<file path="src/rtl/sat_ram.sv">
`timescale 1ns / 1ps
// generic single write port ram with one registered read port
// no dependencies

module sat_ram #(
	parameter int WIDTH = 8,
	parameter int DEPTH = 16
) (
	input  logic                                   clk,
	input  logic                                   wr_en,
	input  logic [(DEPTH > 1 ? $clog2(DEPTH) : 1)-1:0] wr_addr,
	input  logic [WIDTH-1:0]                       wr_data,
	input  logic [(DEPTH > 1 ? $clog2(DEPTH) : 1)-1:0] rd_addr,
	output logic [WIDTH-1:0]                       rd_data
);

	logic [WIDTH-1:0] mem_q [DEPTH];

	// write port
	always_ff @(posedge clk) begin
		if (wr_en) begin
			mem_q[wr_addr] <= wr_data;
		end
	end

	// registered read port
	always_ff @(posedge clk) begin
		rd_data <= mem_q[rd_addr];
	end

endmodule

</file>
<file path="config.mk">
export PLATFORM = sky130hd
export DESIGN_NAME = sat_ram
export DESIGN_NICKNAME = d
export VERILOG_FILES = /design/src/rtl/sat_ram.sv
export SDC_FILE = /design/constraint.sdc
export NUM_CORES = 1
export LEC_CHECK = 0
export BUFFER_PORTS_ARGS = -buffer_cell sky130_fd_sc_hd__buf_2
export CORE_MARGIN = 4
export CORE_UTILIZATION = 30
export DETAILED_ROUTE_END_ITERATION = 8
export GPL_TIMING_DRIVEN = 0
export PLACE_DENSITY_LB_ADDON = 0.08
export SETUP_SLACK_MARGIN = 0.15
export SLEW_MARGIN = 0
export SYNTH_ARGS = -nofsm -noshare
export SYNTH_HDL_FRONTEND = slang
export SYNTH_SLANG_ARGS = --single-unit
</file>
<file path="constraint.sdc">
create_clock -name clk -period 4.4 [get_ports clk]
set_input_delay 0 -clock clk [delete_from_list [all_inputs] [get_ports clk]]
set_output_delay 0 -clock clk [all_outputs]
set_load 0.005 [all_outputs]
</file>
==> flow_summary.yaml, run 1 <==
route:
  vias_per_cell: 4.61
  first_iter_violations: 212
  vias: 2341
  ant_nets: 0
  drc: 0
  wirelength_um: 11400
  post_drt_wl_per_cell_um: 22.4
  firstDrtPassIters: 4
clocking:
  cts_max_path_buffers: 2
  htreeDepth: 4
  clock_latency_ns: 0.40
  clk_pin_slew_ns: 0.05
  post_cts_buffers: 0
  cts_root_buf: "clkbuf_16"
  numCtsBuffers: 17
  clock_sinks: 136
  tritoncts: "done"
outcome:
  status: "finished clean"
pwr:
  p_leak_nw: 2.03
  comb_power_share: 0.049
  p_sw_uw: 567
  peakVddDrop_mv: 0.262
  p_per_area_mw_per_mm2: 475
  switching_share: 0.195
  intPower_mw: 2.34
  clockPowerShare: 0.450
  power.total_mw: 2.91
  power_frac_seq: 0.500
cells_and_area:
  final_cell_area_mm2: 0.00612
  layout_common_cells: "edfxtp_1, buf_2, mux4_2"
  nets: 293
  drive_gt1_frac: 0.281
  antenna_cells: 0
  fin_cells: 508
  syn_to_final_growth_pct: 19.0
  layout_commonest_cell: "edfxtp_1"
  num-fill-cells: 1599
  utilization: 0.367
timing:
  fin_crit_ns: 1.45
  whs_ns: 0.00390
  setup_viol: 0
  worst_slack_ns: 2.95
  fin_tns_setup_ns: 0
  fin_crit_sh: 0.329
  finClkSkew_ns: 0.00631
  max_slew_margin: 0.121
  rsz0062_at_grt: "no"
  worst_slew_pin_slew_ns: 1.31
  hold_viol: 0
  drv_slew: 0
  max_freq_mhz: 690
synth:
  syn_area_mm2: 0.00515
  yosys_warnings: 0
  synth-seq-area-share: 0.778
  synthCells: 229
  synth_nets: 247
  yosys-top-cells-area: "edfxtp_1, mux4_2, mux4_1"
  ys_seq_elements: 136
  synth.distinct_cells: 19
  yosysTopAreaCell: "edfxtp_1"
  synth_area_per_cell_um2: 22.5
  synth.top_cell.area_share: 0.747
grt:
  grt_pass1_wl_um: 16600
  grt_start_max_net_pins: 17
  track_usage: 0.124
  grt_pass1_vias: 2457
  grt_antenna_before_repair: 0
  grt_overflow: 0
worst_setup_path:
  crit_required_ns: 4.68
  endpoint_kind: "flip-flop"
  crit_chain: "mux4_2, a22oi_1, nand2_1"
  path_delay_family: "multiplexers"
  cp.arrival_ns: 1.73
  crit_path_start_kind: "flip-flop"
  regToRegSetupSlack_ns: 2.95
  worst_path_max_delay_cell: "mux4_2"
  crit_type: "reg2reg"
  path_buf_inv: 0
  cpPeakStageDelay_ns: 0.46
  crit_fanout: 1
placement:
  dp.cells: 474
  gp_congestion: 0.668
  dpl.hpwl_um: 7340
  pre_cts_ws_ns: 2.54
  dpl_cell_area_mm2: 0.00556
  portBuffers: 24
die:
  initial_core_util: 0.308
  num_rows: 47
  io_pins: 26
  die_w_um: 139
  dieArea_mm2: 0.0193
  die_h_um: 139
  core_area_mm2: 0.0167
hold_path:
  hold_path.class: "in2reg"
job:
  cap_violations: 0
[final timing paths]
kind / from / end / depth (start not counted)
setup / recovery: mem_q[0][7] / rd_data[7] / 3
hold / removal: wr_data[7] / mem_q[2][7] / 1
setup reg to reg: mem_q[0][7] / rd_data[7] / 3
hold reg to reg: mem_q[11][1] / rd_data[1] / 3
[power groups by stage]
stage | Clock (mW) | Combinational [mW] | Sequential, mW
global placement | 0 | 0.146 | 1.48
floorplan | 0 | 0.0735 | 1.48
global route | 1.40 | 0.157 | 1.46
finish | 1.31 | 0.144 | 1.46
detailed placement | 0 | 0.148 | 1.48
CTS | 1.34 | 0.149 | 1.46
[Yosys cell counts (all sizes together)]
cell type      instances
edfxtp               128
mux4                  32
a22oi                 16
nor2                  13
nand2                  9
dfxtp                  8
buf                    7
nor3                   4
clkdlybuf4s25          3
nand2b                 2
nand3b                 2
and2                   1
and2b                  1
nand3                  1
nor2b                  1
or3b                   1
[flip-flops by register name (all words and copies together) (netlist names)]
register / flops
rd_data: 8
mem_q: 128
[what timing repair did]
| action | 4_1_cts | 5_1_grt |
|---|---|---|
| gates resized for setup | 0 | 0 |
| hold buffers | 1 | 0 |
| hold endpoints to repair | 16 | 0 |
[kinds of logic after synthesis]
family,Yosys count,synth area share
flops,136,0.778
simple gates,35,0.0318
mux,32,0.150
compound gates,16,0.0233
buf+inv,10,0.0168
[worst reg2reg max path, delay by kind of cell (launching register included)]
family | cells | cell delay [ns]
muxes | 1 | 0.46
AOI/OAI and AO/OA | 1 | 0.40
and+or+nand+nor | 1 | 0.10
DFF | 1 | 0.37
[area by class of cell]
cell class | count | area (um^2) | share of cell area
multi-input cells | 83 | 1060 | 0.173
well taps | 220 | 275 | 0.0449
repair buffers | 27 | 145 | 0.0237
clock buffers | 28 | 507 | 0.0827
flip-flops and latches | 136 | 4000 | 0.654
clock inverters | 4 | 45.0 | 0.00735
plain buffers | 10 | 86.3 | 0.0141
[per-layer routing]
metal	vias up	routed length, um	global-route usage
li1	1063	-	-
met1	1195	5140	0.172
met2	68	5380	0.184
met3	15	666	0.0345
met4	0	208	0.0510
met5	-	0	0
Note: power is estimated with default switching activity, not from simulation.
==> inputs of run 2 (changes only) <==
- clock period: 4.4 -> 1.5 ns (I/O delays scaled with it)
==> run 2 against run 1 <==
Compared with the run above:
- final cell count unchanged
- register-to-register slack worse by 2.8 ns
- global-route usage is 0.097 points lower
- largest power group unchanged
- critical path type is now in2reg
- non-clock buffer count is the same
- hold slack gained 0.010 ns
- combinational power rose to 3.1 times the previous value
- wire length fell by 0.58%
- clock skew up 0.0015 ns
==> flow_summary.yaml, run 2 (synthesized netlist as in run 1, its figures left out) <==
clocking:
  cts_root_buf: "clkbuf_16"
  clock_latency_ns: 0.41
  clock_sinks: 136
  numCtsBuffers: 17
  clk_pin_slew_ns: 0.05
  htreeDepth: 4
  tritoncts: "done"
  cts_max_path_buffers: 2
  post_cts_buffers: 0
timing:
  drv_slew: 0
  worst_slew_pin_slew_ns: 0.965
  whs_ns: 0.0141
  fin_crit_ns: 1.33
  fin_tns_setup_ns: 0
  rsz0062_at_grt: "yes"
  finClkSkew_ns: 0.00780
  max_freq_mhz: 753
  max_slew_margin: 0.355
  hold_viol: 0
  fin_crit_sh: 0.885
  setup_viol: 0
placement:
  dp.cells: 473
  portBuffers: 24
  dpl_cell_area_mm2: 0.00555
  dpl.hpwl_um: 7250
  gp_congestion: 0.667
route:
  first_iter_violations: 221
  firstDrtPassIters: 4
  vias: 2357
  ant_nets: 0
  wirelength_um: 11300
  vias_per_cell: 4.64
  drc: 0
  post_drt_wl_per_cell_um: 22.3
worst_setup_path:
  cp.arrival_ns: 1.36
  crit_chain: "buf_2, or3b_2, nor2_1"
  regToRegSetupSlack_ns: 0.17
  crit_path_start_kind: "input pin"
  cpPeakStageDelay_ns: 0.71
  worst_path_max_delay_cell: "nor2_1"
  path_delay_family: "simple AND/OR/NAND/NOR gates"
  endpoint_kind: "flip-flop"
  path_buf_inv: 1
  crit_type: "in2reg"
  crit_required_ns: 1.53
  crit_fanout: 8
cells_and_area:
  largest_reg_flops: 128
  regMostFlops: "mem_q"
  reg_top3: "mem_q x128, rd_data x8"
  antenna_cells: 0
  layout_common_cells: "edfxtp_1, buf_2, mux4_2"
  fin_cells: 508
  final_cell_area_mm2: 0.00614
  syn_to_final_growth_pct: 19.4
  nets: 293
  layout_commonest_cell: "edfxtp_1"
  drive_gt1_frac: 0.326
outcome:
  status: "finished clean"
grt:
  grt_antenna_before_repair: 0
  grt_start_max_net_pins: 17
  grt_pass1_vias: 2453
  grt_pass1_wl_um: 16500
  track_usage: 0.123
  grt_overflow: 0
die:
  die_w_um: 139
  num_rows: 47
  io_pins: 26
  initial_core_util: 0.308
  core_area_mm2: 0.0167
  dieArea_mm2: 0.0193
  die_h_um: 139
job:
  cap_violations: 0
pwr:
  p_per_area_mw_per_mm2: 1360
  power.total_mw: 8.36
  peakVddDrop_mv: 0.801
  p_leak_nw: 2.01
hold_path:
  hold_path.class: "in2reg"
## run 2: cell count changes in the layout (fill, tap and decap cells not counted), sizes merged
cell,before,now
buf,33,31
clkbuf,28,27
bufinv,1,0
clkinv,3,5
dlygate4sd3,1,3
## run 2: per-layer routing
metal | part of all wire | vias up | global-route usage | routed length (um)
met1 | 0.46 | 1237 | 0.168 | 5260
met3 | 0.041 | 14 | 0.0328 | 469
met5 | 0 | - | 0 | 0
met4 | 0.016 | 0 | 0.0510 | 182
li1 | - | 1062 | - | -
met2 | 0.48 | 44 | 0.185 | 5420
## run 2: path summary, 6_finish.rpt
| path | startpoint | end | cells after the start |
|---|---|---|---|
| worst min register to register | mem_q[8][5] | rd_data[5] | 3 |
| worst min-delay path | wr_data[7] | mem_q[1][7] | 1 |
| worst max register to register | mem_q[3][4] | rd_data[4] | 3 |
| worst max-delay path | wr_addr[2] | mem_q[1][0] | 3 |
## run 2: layout make-up
type	instances	area, um^2
Clock inverter	5	25.0
Clock buffer	27	493
Fill cell	1567	10600
Tap cell	220	275
Multi-Input combinational cell	83	1110
Sequential cell	136	4000
Timing Repair Buffer	27	150
Buffer	10	86.3
## run 2: metrics by stage
step | worst slack (ns) | util
after floorplan | 0.234 | -
after global placement | -0.478 | 0.332
after detailed placement | -0.336 | 0.332
after CTS | 0.141 | 0.367
after global routing | 0.114 | 0.368
final | 0.173 | 0.368
## run 2: timing repair
item                                   4_1_cts  5_1_grt
resized for setup                            7        7
pin swaps                                    0        4
setup endpoints to repair                   15       40
endpoints found under the hold margin       33        0
hold buffers                                 3        0
## run 2: power breakdown
group | internal (mW) | total, mW | switching, mW
Sequential | 4.25 | 4.27 | 0.0185
Clock | 2.23 | 3.65 | 1.42
Combinational | 0.182 | 0.443 | 0.261
